[config.mk]
export PLATFORM = sky130hd
export DESIGN_NAME = lru_page_frame_replacer_core
export DESIGN_NICKNAME = d
export VERILOG_FILES = /design/src/lpfr_pkg.sv /design/src/lru_page_frame_replacer_core.sv /design/src/lpfr_ctrl.sv /design/src/lpfr_datapath.sv
export SDC_FILE = /design/constraint.sdc
export NUM_CORES = 1
export LEC_CHECK = 0
export BUFFER_PORTS_ARGS = -buffer_cell sky130_fd_sc_hd__buf_2
export CORE_MARGIN = 4
export CORE_UTILIZATION = 48
export DETAILED_ROUTE_END_ITERATION = 12
export PLACE_DENSITY = 0.78
export SLEW_MARGIN = 20
export SYNTH_ARGS = -nofsm -noshare
export SYNTH_HDL_FRONTEND = slang
export SYNTH_SLANG_ARGS = --single-unit
[constraint.sdc]
create_clock -name clk_i -period 11.5 [get_ports clk_i]
set_input_delay 2.3 -clock clk_i [delete_from_list [all_inputs] [get_ports clk_i]]
set_output_delay 2.3 -clock clk_i [all_outputs]
set_load 0.005 [all_outputs]
[src/lpfr_pkg.sv]
// ----------------------------------------------------------------------------
// lpfr_pkg
// Shared constants and controller/datapath interface types for the LRU
// page frame replacer.
// ----------------------------------------------------------------------------
`default_nettype none

package lpfr_pkg;

  // Frame table geometry
  localparam int MAX_FRAMES = 8;
  localparam int PAGE_BITS  = 16;

  // Fixed port widths
  localparam int PAGE_IN_W  = 16;
  localparam int SLOT_OUT_W = 3;
  localparam int CFG_W      = 4;
  localparam int TOTAL_W    = 32;

  // Derived widths
  localparam int FRAME_W = (MAX_FRAMES > 1) ? $clog2(MAX_FRAMES) : 1;
  localparam int RANK_W  = FRAME_W;
  localparam int CNT_W   = $clog2(MAX_FRAMES + 1);
  localparam int CMP_W   = (CFG_W > CNT_W) ? CFG_W : CNT_W;

  // Oldest rank a frame can reach
  localparam logic [RANK_W-1:0] RANK_MAX = RANK_W'(MAX_FRAMES - 1);

  // Frame count after reset
  localparam logic [CFG_W-1:0] FRAMES_RESET = CFG_W'(8);

  // Controller to datapath commands
  typedef struct packed {
    logic load;    // capture input word
    logic eval;    // lookup and pick frame
    logic commit;  // update frames, counters and result register
  } lpfr_cmd_t;

  // Datapath to controller status
  typedef struct packed {
    logic out_free;  // result register can take a new word this cycle
  } lpfr_status_t;

endpackage

`default_nettype wire

[src/lru_page_frame_replacer_core.sv]
// ----------------------------------------------------------------------------
// lru_page_frame_replacer_core
// LRU page frame replacer: one page reference in, one placement word out.
// ----------------------------------------------------------------------------
// Each accepted reference is looked up in frames 0..frames_in_use-1 (a
// written value of 0 acts as 1, values above 8 act as 8; reset value 8).
// A hit reports its frame; a miss fills the lowest empty frame or evicts the
// least recently used one and reports the evicted page. Hit and fault totals
// saturate at 2^32-1. Each item passes through capture, a lookup step that
// compares all frames and picks the victim, and a commit step that updates
// the frame table and loads the result register. The commit waits while the
// result register is full and stalled; after commit the next reference is
// taken in the following cycle. Write frames_in_use only while idle.
// ----------------------------------------------------------------------------
`default_nettype none

module lru_page_frame_replacer_core (
  input  wire                            clk_i,
  input  wire                            rst_ni,
  // configuration
  input  wire                            cfg_valid_i,
  output logic                           cfg_ready_o,
  input  wire [lpfr_pkg::CFG_W-1:0]      frames_in_use_i,
  // reference input
  input  wire                            in_valid_i,
  output logic                           in_stall_o,
  input  wire [lpfr_pkg::PAGE_IN_W-1:0]  page_number_i,
  // result output
  output logic                           out_valid_o,
  input  wire                            out_stall_i,
  output logic                           hit_o,
  output logic [lpfr_pkg::SLOT_OUT_W-1:0] frame_slot_o,
  output logic                           evicted_valid_o,
  output logic [lpfr_pkg::PAGE_IN_W-1:0] evicted_page_o,
  output logic [lpfr_pkg::TOTAL_W-1:0]   hit_total_o,
  output logic [lpfr_pkg::TOTAL_W-1:0]   fault_total_o
);
  import lpfr_pkg::*;

  lpfr_cmd_t    cmd;
  lpfr_status_t status;

  // Config register always writable
  assign cfg_ready_o = 1'b1;

  lpfr_ctrl u_ctrl (
    .clk_i      (clk_i),
    .rst_ni     (rst_ni),
    .in_valid_i (in_valid_i),
    .in_stall_o (in_stall_o),
    .status_i   (status),
    .cmd_o      (cmd)
  );

  lpfr_datapath u_datapath (
    .clk_i           (clk_i),
    .rst_ni          (rst_ni),
    .cmd_i           (cmd),
    .status_o        (status),
    .cfg_valid_i     (cfg_valid_i),
    .frames_in_use_i (frames_in_use_i),
    .page_number_i   (page_number_i),
    .out_valid_o     (out_valid_o),
    .out_stall_i     (out_stall_i),
    .hit_o           (hit_o),
    .frame_slot_o    (frame_slot_o),
    .evicted_valid_o (evicted_valid_o),
    .evicted_page_o  (evicted_page_o),
    .hit_total_o     (hit_total_o),
    .fault_total_o   (fault_total_o)
  );

endmodule

`default_nettype wire

[src/lpfr_ctrl.sv]
// ----------------------------------------------------------------------------
// lpfr_ctrl
// Sequencer: accept a reference, evaluate it, then commit once the result
// register has room.
// ----------------------------------------------------------------------------
`default_nettype none

module lpfr_ctrl (
  input  wire                   clk_i,
  input  wire                   rst_ni,
  input  wire                   in_valid_i,
  output logic                  in_stall_o,
  input  lpfr_pkg::lpfr_status_t status_i,
  output lpfr_pkg::lpfr_cmd_t    cmd_o
);
  import lpfr_pkg::*;

  typedef enum logic [1:0] {
    S_IDLE,
    S_EVAL,
    S_COMMIT
  } state_e;

  state_e state_q, state_d;
  logic   stall_q, stall_d;

  // Next state and commands
  always_comb begin
    state_d     = state_q;
    stall_d     = stall_q;
    cmd_o       = '0;
    case (state_q)
      S_IDLE: begin
        if (in_valid_i) begin
          cmd_o.load = 1'b1;
          stall_d    = 1'b1;
          state_d    = S_EVAL;
        end
      end
      S_EVAL: begin
        cmd_o.eval = 1'b1;
        state_d    = S_COMMIT;
      end
      S_COMMIT: begin
        if (status_i.out_free) begin
          cmd_o.commit = 1'b1;
          stall_d      = 1'b0;
          state_d      = S_IDLE;
        end
      end
      default: begin
        stall_d = 1'b0;
        state_d = S_IDLE;
      end
    endcase
  end

  // State and registered stall
  always_ff @(posedge clk_i or negedge rst_ni) begin
    if (!rst_ni) begin
      state_q <= S_IDLE;
      stall_q <= 1'b0;
    end else begin
      state_q <= state_d;
      stall_q <= stall_d;
    end
  end

  assign in_stall_o = stall_q;

endmodule

`default_nettype wire

[src/lpfr_datapath.sv]
// ----------------------------------------------------------------------------
// lpfr_datapath
// Frame table, parallel page compare, LRU victim pick, rank aging,
// saturating totals and the result register.
// ----------------------------------------------------------------------------
`default_nettype none

module lpfr_datapath (
  input  wire                         clk_i,
  input  wire                         rst_ni,
  input  lpfr_pkg::lpfr_cmd_t          cmd_i,
  output lpfr_pkg::lpfr_status_t       status_o,
  input  wire                         cfg_valid_i,
  input  wire [lpfr_pkg::CFG_W-1:0]   frames_in_use_i,
  input  wire [lpfr_pkg::PAGE_IN_W-1:0] page_number_i,
  output logic                        out_valid_o,
  input  wire                         out_stall_i,
  output logic                        hit_o,
  output logic [lpfr_pkg::SLOT_OUT_W-1:0] frame_slot_o,
  output logic                        evicted_valid_o,
  output logic [lpfr_pkg::PAGE_IN_W-1:0]  evicted_page_o,
  output logic [lpfr_pkg::TOTAL_W-1:0]    hit_total_o,
  output logic [lpfr_pkg::TOTAL_W-1:0]    fault_total_o
);
  import lpfr_pkg::*;

  // Configuration
  logic [CFG_W-1:0] frames_cfg_q;

  // Frame table
  logic [PAGE_BITS-1:0] frame_page_q [MAX_FRAMES];
  logic [MAX_FRAMES-1:0] frame_valid_q;
  logic [RANK_W-1:0]    rank_q [MAX_FRAMES];

  // Captured reference
  logic [PAGE_BITS-1:0] page_q;

  // Decision registers
  logic                  dec_hit_q;
  logic                  dec_evict_q;
  logic [FRAME_W-1:0]    dec_slot_q;
  logic [RANK_W-1:0]     dec_old_rank_q;
  logic [MAX_FRAMES-1:0] dec_active_q;

  // Totals
  logic [TOTAL_W-1:0] hit_cnt_q, hit_cnt_d;
  logic [TOTAL_W-1:0] fault_cnt_q, fault_cnt_d;

  // Result register
  logic                  out_valid_q;
  logic                  res_hit_q;
  logic [SLOT_OUT_W-1:0] res_slot_q;
  logic                  res_evict_q;
  logic [PAGE_IN_W-1:0]  res_page_q;

  // Evaluation signals
  logic [CMP_W-1:0]      count;
  logic [MAX_FRAMES-1:0] active;
  logic [MAX_FRAMES-1:0] match;
  logic [MAX_FRAMES-1:0] empty;
  logic [FRAME_W-1:0]    hit_slot, empty_slot, victim_slot, pick_slot;
  logic [RANK_W-1:0]     best_rank;
  logic                  any_hit, any_empty;

  // Clamp configured frame count to 1..MAX_FRAMES
  always_comb begin
    if (CMP_W'(frames_cfg_q) == '0) begin
      count = CMP_W'(1);
    end else if (CMP_W'(frames_cfg_q) > CMP_W'(MAX_FRAMES)) begin
      count = CMP_W'(MAX_FRAMES);
    end else begin
      count = CMP_W'(frames_cfg_q);
    end
  end

  // Per-frame compare
  always_comb begin
    for (int i = 0; i < MAX_FRAMES; i++) begin
      active[i] = CMP_W'(i) < count;
      match[i]  = active[i] && frame_valid_q[i] && (frame_page_q[i] == page_q);
      empty[i]  = active[i] && !frame_valid_q[i];
    end
  end

  assign any_hit   = |match;
  assign any_empty = |empty;

  // Lowest-numbered hit and lowest-numbered empty frame
  always_comb begin
    hit_slot   = '0;
    empty_slot = '0;
    for (int i = MAX_FRAMES - 1; i >= 0; i--) begin
      if (match[i]) begin
        hit_slot = FRAME_W'(i);
      end
      if (empty[i]) begin
        empty_slot = FRAME_W'(i);
      end
    end
  end

  // Oldest frame, lowest number wins ties
  always_comb begin
    best_rank   = '0;
    victim_slot = '0;
    for (int i = 0; i < MAX_FRAMES; i++) begin
      if (active[i] && (rank_q[i] > best_rank)) begin
        best_rank   = rank_q[i];
        victim_slot = FRAME_W'(i);
      end
    end
  end

  assign pick_slot = any_hit ? hit_slot : (any_empty ? empty_slot : victim_slot);

  // Saturating totals
  always_comb begin
    hit_cnt_d   = hit_cnt_q;
    fault_cnt_d = fault_cnt_q;
    if (dec_hit_q) begin
      if (hit_cnt_q != '1) begin
        hit_cnt_d = hit_cnt_q + TOTAL_W'(1);
      end
    end else begin
      if (fault_cnt_q != '1) begin
        fault_cnt_d = fault_cnt_q + TOTAL_W'(1);
      end
    end
  end

  // Config register
  always_ff @(posedge clk_i or negedge rst_ni) begin
    if (!rst_ni) begin
      frames_cfg_q <= FRAMES_RESET;
    end else if (cfg_valid_i) begin
      frames_cfg_q <= frames_in_use_i;
    end
  end

  // Input capture and decision registers
  always_ff @(posedge clk_i) begin
    if (cmd_i.load) begin
      page_q <= PAGE_BITS'(page_number_i);
    end
    if (cmd_i.eval) begin
      dec_hit_q      <= any_hit;
      dec_evict_q    <= !any_hit && !any_empty;
      dec_slot_q     <= pick_slot;
      dec_old_rank_q <= rank_q[pick_slot];
      dec_active_q   <= active;
    end
  end

  // Page store, written only on a fault
  always_ff @(posedge clk_i) begin
    if (cmd_i.commit && !dec_hit_q) begin
      frame_page_q[dec_slot_q] <= page_q;
    end
  end

  // Valid marks, ranks and totals
  always_ff @(posedge clk_i or negedge rst_ni) begin
    if (!rst_ni) begin
      frame_valid_q <= '0;
      for (int i = 0; i < MAX_FRAMES; i++) begin
        rank_q[i] <= '0;
      end
      hit_cnt_q   <= '0;
      fault_cnt_q <= '0;
    end else if (cmd_i.commit) begin
      for (int i = 0; i < MAX_FRAMES; i++) begin
        if (FRAME_W'(i) == dec_slot_q) begin
          rank_q[i] <= '0;
        end else if (dec_active_q[i] && frame_valid_q[i] &&
                     (!(dec_hit_q || dec_evict_q) || (rank_q[i] < dec_old_rank_q)) &&
                     (rank_q[i] != RANK_MAX)) begin
          rank_q[i] <= rank_q[i] + RANK_W'(1);
        end
      end
      frame_valid_q[dec_slot_q] <= 1'b1;
      hit_cnt_q   <= hit_cnt_d;
      fault_cnt_q <= fault_cnt_d;
    end
  end

  // Result register handshake
  always_ff @(posedge clk_i or negedge rst_ni) begin
    if (!rst_ni) begin
      out_valid_q <= 1'b0;
    end else if (cmd_i.commit) begin
      out_valid_q <= 1'b1;
    end else if (!out_stall_i) begin
      out_valid_q <= 1'b0;
    end
  end

  // Result payload
  always_ff @(posedge clk_i) begin
    if (cmd_i.commit) begin
      res_hit_q   <= dec_hit_q;
      res_slot_q  <= SLOT_OUT_W'(dec_slot_q);
      res_evict_q <= dec_evict_q;
      res_page_q  <= dec_evict_q ? PAGE_IN_W'(frame_page_q[dec_slot_q]) : '0;
    end
  end

  assign status_o.out_free = !out_valid_q || !out_stall_i;

  assign out_valid_o     = out_valid_q;
  assign hit_o           = res_hit_q;
  assign frame_slot_o    = res_slot_q;
  assign evicted_valid_o = res_evict_q;
  assign evicted_page_o  = res_page_q;
  assign hit_total_o     = hit_cnt_q;
  assign fault_total_o   = fault_cnt_q;

endmodule

`default_nettype wire

==> results of run 1 <==
-- stage by stage --
stage	worst slack, ps	cell area (um^2)
floorplan	967	14900
global placement	401	15900
detailed placement	-125	15900
CTS	19.1	17000
global route	-86.5	17200
finish	514	17200
-- metal layers --
metal	track usage, %	routed length (um)	vias to the layer above
li1	-	-	4713
met1	30.3	16000	5218
met2	38.3	19500	368
met3	4.38	2690	118
met4	9.58	1810	0
met5	0	0	-
-- repair_timing --
item                                    4_1_cts  5_1_grt
endpoints found under the setup margin        3        4
gates cloned                                  0        1
gates resized for setup                       1       26
hold buffers                                  0        0
pin swaps                                     0       11
setup buffers                                 0       13
-- sequential cells by signal, indices dropped and copies added, names as in the netlist, 2 cells and up --
name	count
u_datapath.dec_old_rank_q	3
u_datapath.frames_cfg_q	4
u_datapath.rank_q	24
u_datapath.frame_page_q	128
u_datapath.dec_slot_q	3
u_datapath.hit_total_o	32
u_ctrl.state_q	2
u_datapath.page_q	16
u_datapath.dec_active_q	8
u_datapath.frame_slot_o	3
u_datapath.evicted_page_o	16
u_datapath.frame_valid_q	8
u_datapath.fault_total_o	32
-- cells in the mapped netlist (20+ instances only) --
master    count
edfxtp_1    181
xnor2_1     124
dfrtp_1     103
nand2_1      89
xor2_1       66
nor2_1       52
ha_1         48
nand4_1      46
mux2i_1      42
nand3_1      39
inv_1        34
mux4_2       32
nor3_1       30
nor4_1       29
o21ai_0      27
clkbuf_1     26
nor2b_1      26
a21oi_1      23
mux2_2       20
-- worst paths after layout --
| kind | start | to | slack (ps) |
|---|---|---|---|
| worst max-delay path | u_datapath.rank_q[21]$_DFFE_PN0P_ | u_datapath.dec_old_rank_q[2]$_DFFE_PN_ | 510 |
| worst min-delay path | u_datapath.hit_total_o[30]$_DFFE_PN0P_ | u_datapath.hit_total_o[30]$_DFFE_PN0P_ | 490 |
| worst max register to register | u_datapath.rank_q[21]$_DFFE_PN0P_ | u_datapath.dec_old_rank_q[2]$_DFFE_PN_ | 510 |
| worst min register to register | u_datapath.hit_total_o[30]$_DFFE_PN0P_ | u_datapath.hit_total_o[30]$_DFFE_PN0P_ | 490 |
| max in group asynchronous | rst_ni | u_datapath.hit_total_o[2]$_DFFE_PN0P_ | 8550 |
| min in group asynchronous | rst_ni | u_datapath.fault_total_o[26]$_DFFE_PN0P_ | 1660 |
-- report_power, final --
group	switching [mW]	total, mW	internal [mW]
clock network	0.394	0.983	0.589
logic	0.851	1.60	0.750
registers	0.203	1.44	1.24
total	1.45	4.03	2.58
-- cell families (layout without fill, tap and decap cells) --
kind of cell / count (synthesis) / count (layout) / share of synthesized area, %
buffers and inverters: 79 / 241 / 2.22
xor gates and xnor gates: 190 / 190 / 11.2
DFF: 285 / 285 / 53.9
muxes: 94 / 94 / 9.16
and+or+nand+nor: 377 / 377 / 13.4
adders and majority gates: 51 / 51 / 4.23
AOI/OAI and AO/OA: 121 / 121 / 5.85
other: 1 / 4 / 0.0251
-- layout make-up --
type                    count  share of cell area (%)
flip-flops and latches    285                    46.8
multi-input cells         835                    38.8
clock buffers              52                    5.39
repair buffers            145                    4.75
well taps                 396                    2.88
inverters                  38                   0.859
clock inverters             6                   0.480
diodes                      2                  0.0291
==> metrics, run 1 <==
num rows=64; Post-synth EDFFs=roughly 180; TritonRoute pass-1 iters=5; Post-Route Utilization=56.2%; Setup Crit Path Kind=flop to flop; hpwl dp=about 29000 um; Critical Path Sink Type=flop; commonest non-fill, non-tap cells in the layout=edfxtp_1, xnor2_1, buf_2, dfrtp_1, nand2_1; first-pass GRT wire length=a little over 60000 um; status=finished clean; final WL=39900 um; total gr overflow=0; Clock Path Buffers=3; worst slew pin tran=between 900 and 1000 ps; layout filler cell count=2514; worst hold slack=491 ps; synthesized area per cell=between 10 and 15 um^2; CP delay by family, top=adder cells; CTS tree=done; worst skew pair latency=around 560 ps; Die Y=between 150 and 200 um; synthesized area=between 10000 and 15000 um^2; Top cell by count, worst path=ha_1; PwrDens=234 nW/um^2; initial DRC count=a little over 800; most common cell after layout, fill and taps aside=edfxtp_1; fraction of final layout cells sized beyond drive strength 1=a little over a fifth; Seq/Total Area, Yosys=approximately 54%; CTS clk-pin slew, worst paths=roughly 60 ps; leading area contributor after synthesis=edfxtp_1; Root Driver=clkbuf_16; H-Tree Depth=1; fmax=a little over 0.09 GHz; Tot GR Track Use=between 20% and 30%; Worst Path Arrival=around 11000 ps; Clock Sinks=~290; setup_tns=0 ps; max_slew headroom=between 30% and 40%; reg2reg path depth=54; Pleak=between 6 and 7 nW; Synth Instances=approximately 1200; Die X-Extent=between 150 and 200 um; final setup fails=0; Tcrit/Tclk final=between 90% and 100%; max incr delay on CP=about 420 ps; Num CTS Buffers=31; hold path cells=1; Wirelength per Cell=~23 um; vias in the first global route=roughly 11000; placed cells=1685; largest net degree at the start of global routing=roughly 80; endpoints failing hold=0; via/cell ratio=5.92; total I/O pin count=approximately 110; top cells by area, synth=edfxtp_1, dfrtp_1, xnor2_1, mux4_2, ha_1; top_reg_cell synth=edfxtp_1; top cell type's share of synthesized area=36.5%; Post-Route Skew=~16 ps; maximum fanout along the worst path=6; Die ar.=between 30000 and 40000 um^2; Initial Util=roughly half; Synth cell types=~80; DR vias=10400; Hold Path Class=flop to flop; # port buffers=between 100 and 150; CP max stage cell=a311oi_2; critical path startpoint category=flop; Post-layout nets=about 1400; placer congestion estimate=between 0.9 and 1; Critical Path RT=roughly 12000 ps; critical path depth in cells=54; antenna viol nets, final=0; # DRC=0; Area Overhead vs Synth=15.3%; Max Slew Vio Count=0; Tmin final=10990 ps; synthesized flop and latch total=approximately 290; Worst IR Drop VDD=between 0.0001 and 0.00015 V; Layout Cells excl Fill=approximately 1800; FF/Latch Area=just over 8000 um^2; antenna violations before repair=2; Overall Power=about 4 mW; Synthesis Warnings=0; Synth async-reset ratio=between 30% and 40%; multi-input logic area=around 6700 um^2; WP buf/inv=5; CORE AREA=~31000 um^2; # Max-Cap Violations=0
Note: power is estimated with default switching activity, not from simulation.
==> run 2, diff against run 1 <==
- CAP_MARGIN: not set -> 20
- CORE_ASPECT_RATIO: not set -> 2
- RECOVER_POWER: not set -> 50
==> run 2 against run 1 <==
  * The run now ends with capacitance limit, slew limit left
  * Sequential share of layout area is 1.0 points higher
  * Maximum frequency hardly changed
  * Routed wire length is 8.1% higher
  * Utilization is 1.5 points lower
  * Worst hold slack worse by 5.5 ps
  * Register-to-register slack hardly changed
  * Clock-buffer cell count is 23 lower
  * Critical endpoint unchanged
  * Largest cell class unchanged
  * Highest routed layer unchanged
==> metrics, run 2 (synthesis results as in run 1) <==
status=complete, but fails checks (was finished clean); failing checks=capacitance limit, slew limit; hold_buf cts=0 (unchanged); Worst IR Drop VDD=0.000141 V (was 0.000144 V); worst slew pin tran=3970 ps (was 966 ps); endpoints failing hold=0 (unchanged); # DRC=0 (unchanged); Critical Path RT=11800 ps (was 11810 ps); Top cell by count, worst path=ha_1 (unchanged); max FFs per register=128 (unchanged); Area Overhead vs Synth=12.8% (was 15.3%); fraction of final layout cells sized beyond drive strength 1=18.5% (was 21.2%); largest net degree at the start of global routing=61 (was 79); placer congestion estimate=0.957 (was 0.923); Die ar.=34100 um^2 (was 33900 um^2); Clock Path Buffers=3 (unchanged); via/cell ratio=6.04 (was 5.92); final setup fails=0 (unchanged); CTS tree=done (unchanged); initial DRC count=751 (was 816); critical path startpoint category=flop (unchanged); max incr delay on CP=430 ps (was 420 ps); hpwl dp=32900 um (was 28600 um); maximum fanout along the worst path=6 (unchanged); worst skew pair latency=550 ps (was 560 ps); Initial Util=48.5% (was 48.7%); Worst Path Arrival=11290 ps (was 11300 ps); Die Y=257 um (was 184 um); Post-Route Skew=22.3 ps (was 16.5 ps); PwrDens=230 nW/um^2 (was 234 nW/um^2); Setup Crit Path Kind=flop to flop (unchanged); # diodes=0 (was 2); fmax=0.0910 GHz (about the same); CTS clk-pin slew, worst paths=70 ps (was 60 ps); Clock Sinks=285 (unchanged); Num CTS Buffers=26 (was 31); # Max-Cap Violations=5 (was 0); Hold Path Class=flop to flop (unchanged); Tcrit/Tclk final=95.5% (about the same); num rows=91 (was 64); total gr overflow=0 (unchanged); Post-Route Utilization=54.7% (was 56.2%); Most flops, register=u_datapath.frame_page_q (unchanged); Wirelength per Cell=25.2 um (was 22.7 um); most common cell after layout, fill and taps aside=edfxtp_1 (unchanged); first-pass GRT wire length=64600 um (was 61000 um); CORE AREA=30700 um^2 (was 30600 um^2); vias in the first global route=10700 (was 10500); Layout Cells excl Fill=1714 (was 1759); total I/O pin count=113 (unchanged); Die X-Extent=133 um (was 184 um); Pleak=6.67 nW (was 6.87 nW); Max Slew Vio Count=233 (was 0); CP max stage cell=dfrtp_1 (was a311oi_2); Post-layout nets=1395 (was 1409); Tot GR Track Use=25.1% (was 23.2%); # port buffers=111 (unchanged); antenna viol nets, final=0 (unchanged); DR vias=10400 (about the same); Tmin final=10990 ps (about the same); H-Tree Depth=1 (unchanged); Critical Path Sink Type=flop (unchanged); max_slew headroom=-165% (was 35.6%); Root Driver=clkbuf_16 (unchanged); commonest non-fill, non-tap cells in the layout=edfxtp_1, xnor2_1, buf_2, dfrtp_1, nand2_1 (unchanged); antenna violations before repair=0 (was 2); placed cells=1661 (was 1685); TritonRoute pass-1 iters=7 (was 5); layout filler cell count=2587 (was 2514); final WL=43200 um (was 39900 um)
## run 2: final cells by class
cell class | count | area [um^2] | share of cell area (%)
flip-flops and latches | 285 | 8040 | 47.8
multi-input cells | 835 | 6600 | 39.2
repair buffers | 136 | 709 | 4.22
clock buffers | 29 | 662 | 3.93
well taps | 372 | 465 | 2.77
clock inverters | 19 | 198 | 1.18
inverters | 38 | 146 | 0.870
## run 2: critical path: cells and delay by family (launching register included)
kind	cells	cell delay [ps]
adder cells (fa/ha/maj)	10	2810
AO/OA/AOI/OAI	13	2490
multiplexers	8	2240
AND/OR/NAND/NOR	16	2130
buffers and inverters	6	630
flip-flops	1	430
## run 2: worst paths after layout
kind | cells after the start | slack, ps | from | to
min in group asynchronous | 1 | 2510 | rst_ni | u_datapath.fault_total_o[5]$_DFFE_PN0P_
worst max register to register | 53 | 510 | u_datapath.rank_q[21]$_DFFE_PN0P_ | u_datapath.dec_old_rank_q[2]$_DFFE_PN_
max in group asynchronous | 2 | 4660 | rst_ni | u_datapath.rank_q[22]$_DFFE_PN0P_
worst min-delay path | 1 | 490 | u_datapath.fault_total_o[22]$_DFFE_PN0P_ | u_datapath.fault_total_o[22]$_DFFE_PN0P_
worst min register to register | 1 | 490 | u_datapath.fault_total_o[22]$_DFFE_PN0P_ | u_datapath.fault_total_o[22]$_DFFE_PN0P_
worst max-delay path | 53 | 510 | u_datapath.rank_q[21]$_DFFE_PN0P_ | u_datapath.dec_old_rank_q[2]$_DFFE_PN_
## run 2: report_power, final
part           switching, mW  internal [mW]  leakage [nW]
combinational          0.863          0.701          3.24
sequential             0.189           1.24          3.03
clock                  0.390          0.486         0.399
total                   1.44           2.43          6.67
## run 2: metrics by stage
step                hold WS [ps]  area [um^2]  total power [mW]  setup TNS, ps  setup WS (ps)
floorplan                    424        14900              2.40              0            967
global placement             470        15900              2.84              0            183
detailed placement           481        15900              2.88              0           34.6
CTS                          491        16800              3.76              0           15.5
global route                 506        16800              4.08           -134          -75.4
finish                       486        16800              3.87              0            515
## run 2: layer usage
metal  up-vias  part of all wire [%]  GRT usage, %
met4         0                   9.7          19.3
met2       378                    55          48.7
li1       4667                     -             -
met5         -                     0             0
met1      5135                    31          23.2
met3       175                   3.5          2.82
## run 2: what timing repair did
action,in CTS,in global routing
setup buffers,0,5
endpoints found under the setup margin,0,4
resized for setup,0,16
